**src/hdl/bdsd_pkg.sv**
```systemverilog
package bdsd_pkg;

   localparam int BUTTON_COUNT    = 8;
   localparam int SEQUENCE_LENGTH = 10;
   localparam int BUTTON_BITS     = $clog2(BUTTON_COUNT);
   localparam int POSITION_BITS   = 4;
   localparam int TIME_BITS       = 32;
   localparam int DEBOUNCE_BITS   = 20;
   localparam int CODE_BITS       = 30;
   localparam int CSR_DATA_BITS   = 30;
   localparam int CSR_INDEX_BITS  = 2;
   localparam int CODE_LSB_BITS   = 5;

   localparam logic [CSR_INDEX_BITS-1:0] CSR_DEBOUNCE_TIME = 2'd0;
   localparam logic [CSR_INDEX_BITS-1:0] CSR_SEQUENCE_CODE = 2'd1;
   localparam logic [CSR_INDEX_BITS-1:0] CSR_BUTTON_ENABLE = 2'd2;

   localparam logic CMD_PIN_CHANGE = 1'b0;
   localparam logic CMD_READ       = 1'b1;

   localparam logic KIND_EVENT    = 1'b0;
   localparam logic KIND_SNAPSHOT = 1'b1;

   localparam logic [BUTTON_COUNT-1:0] ENABLE_RESET = '1;

   typedef logic [BUTTON_COUNT-1:0] mask_type;
   typedef logic [TIME_BITS-1:0]    time_type;

endpackage

```
**src/hdl/button_debounce_sequence_detect.sv**
```systemverilog
// path: an accepted request is registered in stage 1, then in the output register
// throughput: one request per cycle while rsp_stall does not hold the output; the
// change-time memory is read at accept and written back from stage 1, with forwarding
// for back-to-back requests to the same button
// reset: synchronous active high; clears masks, matcher and valid bits, config to defaults
module button_debounce_sequence_detect (
   input  logic                                     clock,
   input  logic                                     reset,
   input  logic                                     csr_write,
   input  logic [bdsd_pkg::CSR_INDEX_BITS-1:0]      csr_index,
   input  logic [bdsd_pkg::CSR_DATA_BITS-1:0]       csr_data,
   input  logic                                     req_valid,
   output logic                                     req_stall,
   input  logic                                     req_command,
   input  logic [2:0]                               req_button,
   input  logic                                     req_level,
   input  logic [31:0]                              req_timestamp,
   output logic                                     rsp_valid,
   input  logic                                     rsp_stall,
   output logic                                     rsp_kind,
   output logic [2:0]                               rsp_event_button,
   output logic                                     rsp_event_pressed,
   output logic                                     rsp_sequence_done,
   output logic [7:0]                               rsp_pressed_mask,
   output logic [7:0]                               rsp_just_pressed_mask,
   output logic [7:0]                               rsp_just_released_mask
);

   // configuration
   logic [bdsd_pkg::DEBOUNCE_BITS-1:0] debounce_time_ff;
   logic [bdsd_pkg::CODE_BITS-1:0]     sequence_code_ff;
   bdsd_pkg::mask_type                 button_enable_ff;

   // change-time memory and its valid bits
   bdsd_pkg::time_type                 last_time_mem [bdsd_pkg::BUTTON_COUNT];
   bdsd_pkg::time_type                 last_rd_ff;
   bdsd_pkg::mask_type                 known_ff;

   // state registers
   bdsd_pkg::mask_type                 pressed_ff, pressed_in;
   bdsd_pkg::mask_type                 just_pressed_ff, just_pressed_in;
   bdsd_pkg::mask_type                 just_released_ff, just_released_in;
   logic [bdsd_pkg::POSITION_BITS-1:0] position_ff, position_in;

   // stage 1
   logic                               s1_valid_ff;
   logic                               s1_command_ff;
   logic [bdsd_pkg::BUTTON_BITS-1:0]   s1_button_ff;
   logic                               s1_level_ff;
   bdsd_pkg::time_type                 s1_time_ff;
   logic                               s1_known_ff;
   logic                               s1_fwd_ff;
   bdsd_pkg::time_type                 s1_fwd_time_ff;

   // output register
   logic                               rsp_valid_ff;
   logic                               rsp_kind_ff;
   logic [bdsd_pkg::BUTTON_BITS-1:0]   rsp_button_ff;
   logic                               rsp_pressed_ff;
   logic                               rsp_done_ff;
   bdsd_pkg::mask_type                 rsp_pressed_mask_ff;
   bdsd_pkg::mask_type                 rsp_just_pressed_ff;
   bdsd_pkg::mask_type                 rsp_just_released_ff;

   logic                               advance;
   logic                               req_take;
   bdsd_pkg::time_type                 prev_time;
   bdsd_pkg::time_type                 elapsed;
   logic                               take_event;
   logic                               has_rsp;
   logic                               write_time;
   logic                               is_press;
   logic                               done;
   bdsd_pkg::mask_type                 button_bit;
   logic [bdsd_pkg::POSITION_BITS-1:0] pos_cur;
   logic [bdsd_pkg::CODE_LSB_BITS-1:0] code_lsb;
   logic [bdsd_pkg::BUTTON_BITS-1:0]   seq_entry;

   assign advance   = !rsp_valid_ff || !rsp_stall;
   assign req_stall = s1_valid_ff && !advance;
   assign req_take  = req_valid && !req_stall;

   always_comb begin
      prev_time  = s1_fwd_ff ? s1_fwd_time_ff : (s1_known_ff ? last_rd_ff : '0);
      elapsed    = s1_time_ff - prev_time;
      take_event = (s1_command_ff == bdsd_pkg::CMD_PIN_CHANGE)
                   && button_enable_ff[s1_button_ff]
                   && !(elapsed < bdsd_pkg::TIME_BITS'(debounce_time_ff));
      has_rsp    = (s1_command_ff == bdsd_pkg::CMD_READ) || take_event;
      write_time = s1_valid_ff && advance && take_event;
      is_press   = !s1_level_ff;
      button_bit = bdsd_pkg::mask_type'(1) << s1_button_ff;

      pos_cur  = (position_ff >= bdsd_pkg::POSITION_BITS'(bdsd_pkg::SEQUENCE_LENGTH))
                 ? '0 : position_ff;
      code_lsb = bdsd_pkg::CODE_LSB_BITS'(pos_cur) * bdsd_pkg::CODE_LSB_BITS'(3);
      seq_entry = sequence_code_ff[code_lsb +: bdsd_pkg::BUTTON_BITS];

      pressed_in       = pressed_ff;
      just_pressed_in  = just_pressed_ff;
      just_released_in = just_released_ff;
      position_in      = position_ff;
      done             = 1'b0;

      if (s1_valid_ff && advance) begin
         if (s1_command_ff == bdsd_pkg::CMD_READ) begin
            just_pressed_in  = '0;
            just_released_in = '0;
         end else if (take_event) begin
            if (is_press) begin
               pressed_in       = pressed_ff | button_bit;
               just_pressed_in  = just_pressed_ff | button_bit;
               just_released_in = just_released_ff & ~button_bit;
               if (seq_entry == s1_button_ff) begin
                  if (pos_cur == bdsd_pkg::POSITION_BITS'(bdsd_pkg::SEQUENCE_LENGTH - 1)) begin
                     position_in = '0;
                     done        = 1'b1;
                  end else begin
                     position_in = pos_cur + 1'b1;
                  end
               end else begin
                  position_in = '0;
               end
            end else begin
               pressed_in       = pressed_ff & ~button_bit;
               just_released_in = just_released_ff | button_bit;
               just_pressed_in  = just_pressed_ff & ~button_bit;
            end
         end
      end
   end

   // memory: read at accept, write back from stage 1
   always_ff @(posedge clock) begin
      if (req_take) begin
         last_rd_ff <= last_time_mem[req_button];
      end
      if (write_time) begin
         last_time_mem[s1_button_ff] <= s1_time_ff;
      end
   end

   always_ff @(posedge clock) begin
      if (reset) begin
         debounce_time_ff <= '0;
         sequence_code_ff <= '0;
         button_enable_ff <= bdsd_pkg::ENABLE_RESET;
         known_ff         <= '0;
         pressed_ff       <= '0;
         just_pressed_ff  <= '0;
         just_released_ff <= '0;
         position_ff      <= '0;
         s1_valid_ff      <= 1'b0;
         rsp_valid_ff     <= 1'b0;
      end else begin
         if (csr_write) begin
            unique case (csr_index)
               bdsd_pkg::CSR_DEBOUNCE_TIME: begin
                  debounce_time_ff <= csr_data[bdsd_pkg::DEBOUNCE_BITS-1:0];
               end
               bdsd_pkg::CSR_SEQUENCE_CODE: begin
                  sequence_code_ff <= csr_data[bdsd_pkg::CODE_BITS-1:0];
               end
               bdsd_pkg::CSR_BUTTON_ENABLE: begin
                  button_enable_ff <= csr_data[bdsd_pkg::BUTTON_COUNT-1:0];
               end
               default: begin
               end
            endcase
         end
         if (write_time) begin
            known_ff <= known_ff | button_bit;
         end
         pressed_ff       <= pressed_in;
         just_pressed_ff  <= just_pressed_in;
         just_released_ff <= just_released_in;
         position_ff      <= position_in;
         if (req_take) begin
            s1_valid_ff <= 1'b1;
         end else if (advance) begin
            s1_valid_ff <= 1'b0;
         end
         if (advance) begin
            rsp_valid_ff <= s1_valid_ff && has_rsp;
         end
      end
   end

   always_ff @(posedge clock) begin
      if (req_take) begin
         s1_command_ff  <= req_command;
         s1_button_ff   <= req_button;
         s1_level_ff    <= req_level;
         s1_time_ff     <= req_timestamp;
         s1_known_ff    <= known_ff[req_button];
         s1_fwd_ff      <= write_time && (s1_button_ff == req_button);
         s1_fwd_time_ff <= s1_time_ff;
      end
      if (s1_valid_ff && advance) begin
         if (s1_command_ff == bdsd_pkg::CMD_READ) begin
            rsp_kind_ff          <= bdsd_pkg::KIND_SNAPSHOT;
            rsp_button_ff        <= '0;
            rsp_pressed_ff       <= 1'b0;
            rsp_done_ff          <= 1'b0;
            rsp_pressed_mask_ff  <= pressed_ff;
            rsp_just_pressed_ff  <= just_pressed_ff;
            rsp_just_released_ff <= just_released_ff;
         end else begin
            rsp_kind_ff          <= bdsd_pkg::KIND_EVENT;
            rsp_button_ff        <= s1_button_ff;
            rsp_pressed_ff       <= is_press;
            rsp_done_ff          <= done;
            rsp_pressed_mask_ff  <= '0;
            rsp_just_pressed_ff  <= '0;
            rsp_just_released_ff <= '0;
         end
      end
   end

   assign rsp_valid              = rsp_valid_ff;
   assign rsp_kind               = rsp_kind_ff;
   assign rsp_event_button       = rsp_button_ff;
   assign rsp_event_pressed      = rsp_pressed_ff;
   assign rsp_sequence_done      = rsp_done_ff;
   assign rsp_pressed_mask       = rsp_pressed_mask_ff;
   assign rsp_just_pressed_mask  = rsp_just_pressed_ff;
   assign rsp_just_released_mask = rsp_just_released_ff;

endmodule

```
**config.mk**
```make
export PLATFORM = sky130hd
export DESIGN_NAME = button_debounce_sequence_detect
export DESIGN_NICKNAME = d
export VERILOG_FILES = /design/src/hdl/bdsd_pkg.sv /design/src/hdl/button_debounce_sequence_detect.sv
export SDC_FILE = /design/constraint.sdc
export NUM_CORES = 1
export LEC_CHECK = 0
export ABC_AREA = 1
export BUFFER_PORTS_ARGS = -buffer_cell sky130_fd_sc_hd__buf_2
export CORE_MARGIN = 4
export CORE_UTILIZATION = 66
export DETAILED_ROUTE_END_ITERATION = 16
export GPL_TIMING_DRIVEN = 0
export PLACE_DENSITY_LB_ADDON = 0.08
export SYNTH_ARGS = -nofsm -noshare
export SYNTH_HDL_FRONTEND = slang
export SYNTH_SLANG_ARGS = --single-unit
```
**constraint.sdc**
```tcl
create_clock -name clock -period 14.7 [get_ports clock]
set_input_delay 1.47 -clock clock [delete_from_list [all_inputs] [get_ports clock]]
set_output_delay 1.47 -clock clock [all_outputs]
set_load 0.05 [all_outputs]
```
==> metrics.txt, run 1 <==
Worst R2R Start=s1_fwd_ff$_DFFE_PP_; first-pass GRT wire length=91,500 um; Final nets=2,582; measured slew at the worst slew-check pin=1.39 ns; # hold bufs at CTS=0; slew margin rel.=6.79%; asr flop ratio synth=0%; syn nets=2,422; antenna violations before repair=0; Area Overhead vs Synth=12.6%; DR vias/cell=5.92; cell family with most CP delay=simple AND/OR/NAND/NOR gates; Wirelength per Cell=20.3 um; final worst path period share=41.2%; Buf/Inv on CP=7; max_cap viols=0; Ports=106; P per Cell Area=125 nW/um^2; Initial Util=67.7%; core area=32,900 um^2; final hold vios=0; die area=36,700 um^2; H-tree depth=2; slowest CP cell=nor2_4; remaining antenna violation count=0; TritonCTS Buffers=47; CTS Buffer Depth=3; cell taking the most area after synthesis=edfxtp_1; Max Slew Vio Count=0; layout cells sized above 1=10.1%; hold_sp=sequence_code_ff[0]$_SDFFE_PP0P_; syn avg cell area=9.71 um^2; library cells used by synthesis=44; Port Buf Inserts=104; CP Data Arrival Time=6.24 ns; CTS tree=done; type of origin of the critical path=flop; Finished Layout Cells=2,928; CP max stage delay=1.02 ns; Syn Inst Count=2,291; CP endpoint kind=flop; cell mode on critical path=nand2_1; Residual DRC=0; HP Class=reg -> reg; pin count of the biggest net entering global routing=74; final RePlAce weighted congestion=0.945; Setup WS pre-CTS=8.81 ns; Synth Warn #=0; drt total wl=59,300 um; Tot GR Track Use=32.4%; WP data required=14.89 ns; Worst Skew=0.0263 ns; final setup vio count=0; status=finished clean; post_cts resized=0; Post-CTS Setup Bufs=0; min cycle time layout=6.05 ns; Synth Flop Type=edfxtp_1; CP Max Fanout=33; Post-Place Cells=2,844; worst skew pair latency=0.61 ns; Worst Setup Slack, final=8.65 ns; Max Clk Rate=165 MHz; Reg2Reg Setup Slack=8.65 ns; hold depth=2; RSZ-0062 raised after global routing=false; Chip Width=192 um; CP Class=reg -> reg; 1st-iter DRT viols=1,770; hold slack final=0.461 ns; DR vias=17,320; Crit Reg-Reg Endpoint=last_time_mem[7][6]$_DFFE_PP_; GR Overflow Total=0; Pre-antenna DRT Iters=8; leakage power=0.00996 uW; worst vdd ir=0.000151 V; clock sinks=485; synth top area cells=edfxtp_1 (53%), dfxtp_1 (8.6%), nand2_1 (7.2%); mapped cell area=22,200 um^2; setup TNS=0 ns; die height=192 um; vias in the first global route=16,912; top cell type's share of synthesized area=52.5%; Synth Register Bits=485; Reg clk slew, reported paths=0.07 ns; root buffer cell=clkbuf_16; Rows=66; sequential area share after synthesis=61.2%; post-DP HPWL=40,400 um; R2R depth=26; Worst Hold Endpoint=sequence_code_ff[0]$_SDFFE_PP0P_; number of synthesized flops with an enable pin=389
-- metal layers --
| layer | GRT usage [%] | vias up | wire length (um) | part of all wire, % |
|---|---|---|---|---|
| met5 | 0 | - | 0 | 0 |
| met4 | 13.4 | 0 | 2330 | 3.9 |
| met3 | 5.11 | 144 | 5370 | 9.0 |
| met2 | 54.7 | 944 | 28500 | 48 |
| met1 | 42.5 | 8150 | 23100 | 39 |
| li1 | - | 8082 | - | - |
-- cell families after synthesis --
family                     count (synthesis)  synth area share, %
adders and majority gates                 57                 3.27
DFF                                      485                 61.2
and+or+nand+nor                          979                 18.5
buffers and inverters                    340                 5.96
AOI/OAI and AO/OA                        408                 10.3
xor gates and xnor gates                  22                0.866
-- report_power, final --
part / internal, uW / switching, uW
clock: 690 / 523
combinational: 117 / 248
sequential: 1520 / 26.1
-- worst max-delay path by stage --
stage,startpoint,to,slack (ns),cells after the start
floorplan,s1_fwd_ff$_DFFE_PP_,last_time_mem[0][0]$_DFFE_PP_,9.69,24
global placement,s1_fwd_ff$_DFFE_PP_,last_time_mem[4][6]$_DFFE_PP_,7.11,25
detailed placement,s1_fwd_ff$_DFFE_PP_,last_time_mem[7][2]$_DFFE_PP_,8.81,26
CTS,s1_fwd_ff$_DFFE_PP_,last_time_mem[7][6]$_DFFE_PP_,8.73,26
global route,s1_fwd_ff$_DFFE_PP_,last_time_mem[7][6]$_DFFE_PP_,8.27,26
finish,s1_fwd_ff$_DFFE_PP_,last_time_mem[7][6]$_DFFE_PP_,8.65,26
-- cells in the final DEF, fill, tap and decap left out, types with 19 or more instances in the layout --
| cell | count |
|---|---|
| dfxtp_1 | 96 |
| inv_1 | 231 |
| o21ai_0 | 199 |
| a31oi_1 | 37 |
| a22oi_1 | 30 |
| a21oi_1 | 79 |
| nor2_1 | 350 |
| nand3_1 | 126 |
| nand2_1 | 424 |
| clkbuf_16 | 48 |
| ha_1 | 55 |
| edfxtp_1 | 389 |
| nand4_1 | 19 |
| clkbuf_1 | 96 |
| o22ai_1 | 35 |
| buf_2 | 109 |
-- synth_stat cells (all sizes together), types with 35 or more instances --
master	number
inv	236
o22ai	35
ha	55
a21oi	87
o21ai	199
a31oi	37
dfxtp	96
nand3	139
edfxtp	389
clkbuf	88
nor2	370
nand2	437
-- worst min-delay path: stages, from the launching register on --
cell     delay [ns]
dfxtp_1        0.29
inv_1          0.06
a21oi_1        0.06
-- cell type report --
cell class | instances | area [um^2]
flip-flops and latches | 485 | 13600
fillers | 2262 | 7820
multi-input cells | 1466 | 7360
clock buffers | 57 | 1230
inverters | 237 | 892
repair buffers | 111 | 676
well taps | 442 | 553
plain buffers | 103 | 437
clock inverters | 26 | 288
diodes | 1 | 2.50
-- sequential cells by signal, indices dropped and copies added (netlist names), 4 cells and up, named ones only --
name                    flops
button_enable_ff            8
last_time_mem             256
last_rd_ff                 32
position_ff                 4
rsp_just_pressed_mask       8
known_ff                    8
s1_time_ff                 32
just_pressed_ff             8
sequence_code_ff           30
debounce_time_ff           20
rsp_just_released_mask      8
just_released_ff            8
s1_fwd_time_ff             32
rsp_pressed_mask            8
-- per-stage QoR --
stage | utilization, % | power [uW] | instance area (um^2)
floorplan | - | 1820 | 22200
global placement | 70.9 | 1920 | 23300
detailed placement | 71.6 | 1930 | 23500
CTS | 76.2 | 3120 | 25000
global route | 76.2 | 3240 | 25000
finish | 76.2 | 3130 | 25000
Note: power is estimated with default switching activity, not from simulation.
==> run 2, diff against run 1 <==
- CORE_UTILIZATION: 66 -> 62
- clock period: 14.7 -> 5.9 ns (I/O delays scaled with it)
==> run 2 against run 1 <==
Compared with the run above: register-to-register slack lost 8.3 ns; largest power group unchanged; clock skew grew 0.012 ns; routed wire length grew 3.0%; worst setup slack lost 8.3 ns; die area grew 6.2%; core utilization shrank 4.9 points; first-iteration DRC count shrank 9.2%; clock-buffer cell count grew 4; final area grew 1.0%.
==> metrics.txt, run 2 (same netlist as run 1, synthesis figures left out) <==
drt total wl=61,100 um; remaining antenna violation count=0; Area Overhead vs Synth=13.7%; worst skew pair latency=0.62 ns; # hold bufs at CTS=0; Tot GR Track Use=31.0%; layout cells sized above 1=10.7%; hold depth=1; core area=35,500 um^2; sequential power share=48.9%; leakage power=0.0101 uW; Ports=106; Ant. Diodes=0; 1st-iter DRT viols=1,608; GR Overflow Total=0; hold slack final=0.143 ns; CTS Buffer Depth=3; cell family with most CP delay=simple AND/OR/NAND/NOR gates; post-DP HPWL=41,200 um; flip-flop count of the largest register after layout=256; Wirelength per Cell=20.6 um; Port Buf Inserts=104; max_cap viols=0; NetSw=2010 uW; pin count of the biggest net entering global routing=73; final setup vio count=0; Pre-antenna DRT Iters=7; measured slew at the worst slew-check pin=1.03 ns; power consumption=7880 uW; status=finished clean; Chip Width=197 um; Combinational Power Share=11.6%; worst vdd ir=0.000502 V; H-tree depth=2; clock sinks=485; die area=39,000 um^2; Worst R2R Start=s1_fwd_ff$_DFFE_PP_; CP Launch Point=s1_fwd_ff$_DFFE_PP_; min cycle time layout=5.56 ns; slowest CP cell=nor2_4; R2R depth=24; die height=197 um; first-pass GRT wire length=92,800 um; final hold vios=0; CTS tree=done; Clock Power Share=39.5%; Max Clk Rate=180 MHz; antenna violations before repair=0; CP Data Arrival Time=5.85 ns; vias in the first global route=16,609; CP max stage delay=0.58 ns; DR vias/cell=5.80; CP Max Fanout=23; most common cell after layout, fill and taps aside=nand2_1; placed inst area=23,500 um^2; Final Util=71.3%; final RePlAce weighted congestion=0.958; root buffer cell=clkbuf_16; Residual DRC=0; Biggest register=last_time_mem; hold_sp=req_timestamp[11]; Max Slew Vio Count=0; Rows=69; slew margin rel.=31.2%; type of origin of the critical path=flop; HP Class=in -> reg; sw frac=25.5%; WP data required=6.19 ns; CP endpoint kind=flop; Initial Util=62.7%; Post-Place Cells=2,863; Finished Layout Cells=2,963; Worst path depth=24; Final nets=2,596; TritonCTS Buffers=48; final worst path period share=94.2%; Buf/Inv on CP=6; DR vias=17,173; Finished Cell Area=25,300 um^2; CP Cell Sequence=clkbuf_1 -> inv_1 -> nand2_1 -> inv_2 -> clkbuf_1 -> a22oi_1 -> ha_1 -> nand2_2 -> nor2_1 -> nand3_1 -> nand3b_1 -> xor2_1 -> ha_1 -> a21oi_1 -> o21ai_0 -> nand3_1 -> a21oi_1 -> nand3b_1 -> nand2_1 -> nand3_2 -> buf_6 -> nand3_4 -> nor2_4 -> buf_12; commonest non-fill, non-tap cells in the layout=nand2_1 (424), edfxtp_1 (389), nor2_1 (350); Reg clk slew, reported paths=0.09 ns; internal power=5870 uW; P per Cell Area=311 nW/um^2; CP Class=reg -> reg; Worst Skew=0.0382 ns
==> run 2: cell count changes in the layout (fill, tap and decap cells not counted), sizes merged, moves of 2 or more <==
cell,before,now
nor2,370,372
buf,126,137
inv,241,239
clkinv,15,18
clkbuf,145,149
==> run 2: final cells by class <==
class,instances,area [um^2]
clock inverter,26,288
fill,2621,10200
multi-input combinational,1468,7380
clock buffer,61,1300
sequential,485,13600
timing repair buffer,122,821
buffer,103,437
tap,461,577
inverter,237,892
==> run 2: path summary, 6_finish.rpt <==
path | slack (ns) | end
setup reg to reg | 0.34 | last_time_mem[4][9]$_DFFE_PP_
hold reg to reg | 0.46 | known_ff[3]$_SDFFE_PP0P_
hold / removal | 0.14 | s1_time_ff[11]$_DFFE_PP_
setup / recovery | 0.34 | last_time_mem[4][9]$_DFFE_PP_
==> run 2: power by group through the flow <==
stage	Combinational [uW]	Clock, uW	Sequential, uW
floorplan	593	0	3940
global placement	861	0	3930
detailed placement	893	0	3930
CTS	903	3130	3860
global route	1020	3280	3860
finish	914	3110	3860
==> run 2: metal layers <==
layer	GRT usage, %	up-vias	wire length (um)
li1	-	8137	-
met1	41.9	8104	24400
met2	51.5	807	29200
met3	5.29	125	5340
met4	10.4	0	2170
met5	0	-	0
==> run 2: timing repair <==
action / 4_1_cts / 5_1_grt
resized for setup: 1 / 1
endpoints found under the setup margin: 32 / 94
pin swaps: 0 / 6
setup buffers: 0 / 11
gates cloned: 1 / 1
==> run 2: per-stage QoR <==
step                 TNS, ns  setup WS (ns)
floorplan                  0          0.894
global placement     -242.60          -1.56
detailed placement     -1.43        -0.0548
CTS                        0         0.0165
global route        -0.00284       -0.00284
finish                     0          0.341
==> run 2: worst register-to-register path, stage by stage, from the launching register on <==
cell	delay [ns]
edfxtp_1	0.37
clkbuf_1	0.32
inv_1	0.13
nand2_1	0.07
inv_2	0.19
clkbuf_1	0.43
a22oi_1	0.18
ha_1	0.45
nand2_2	0.11
nor2_1	0.23
nand3_1	0.11
nand3b_1	0.19
xor2_1	0.13
ha_1	0.31
a21oi_1	0.07
o21ai_0	0.17
nand3_1	0.09
a21oi_1	0.12
nand3b_1	0.12
nand2_1	0.09
nand3_2	0.12
buf_6	0.15
nand3_4	0.22
nor2_4	0.59
buf_12	0.30
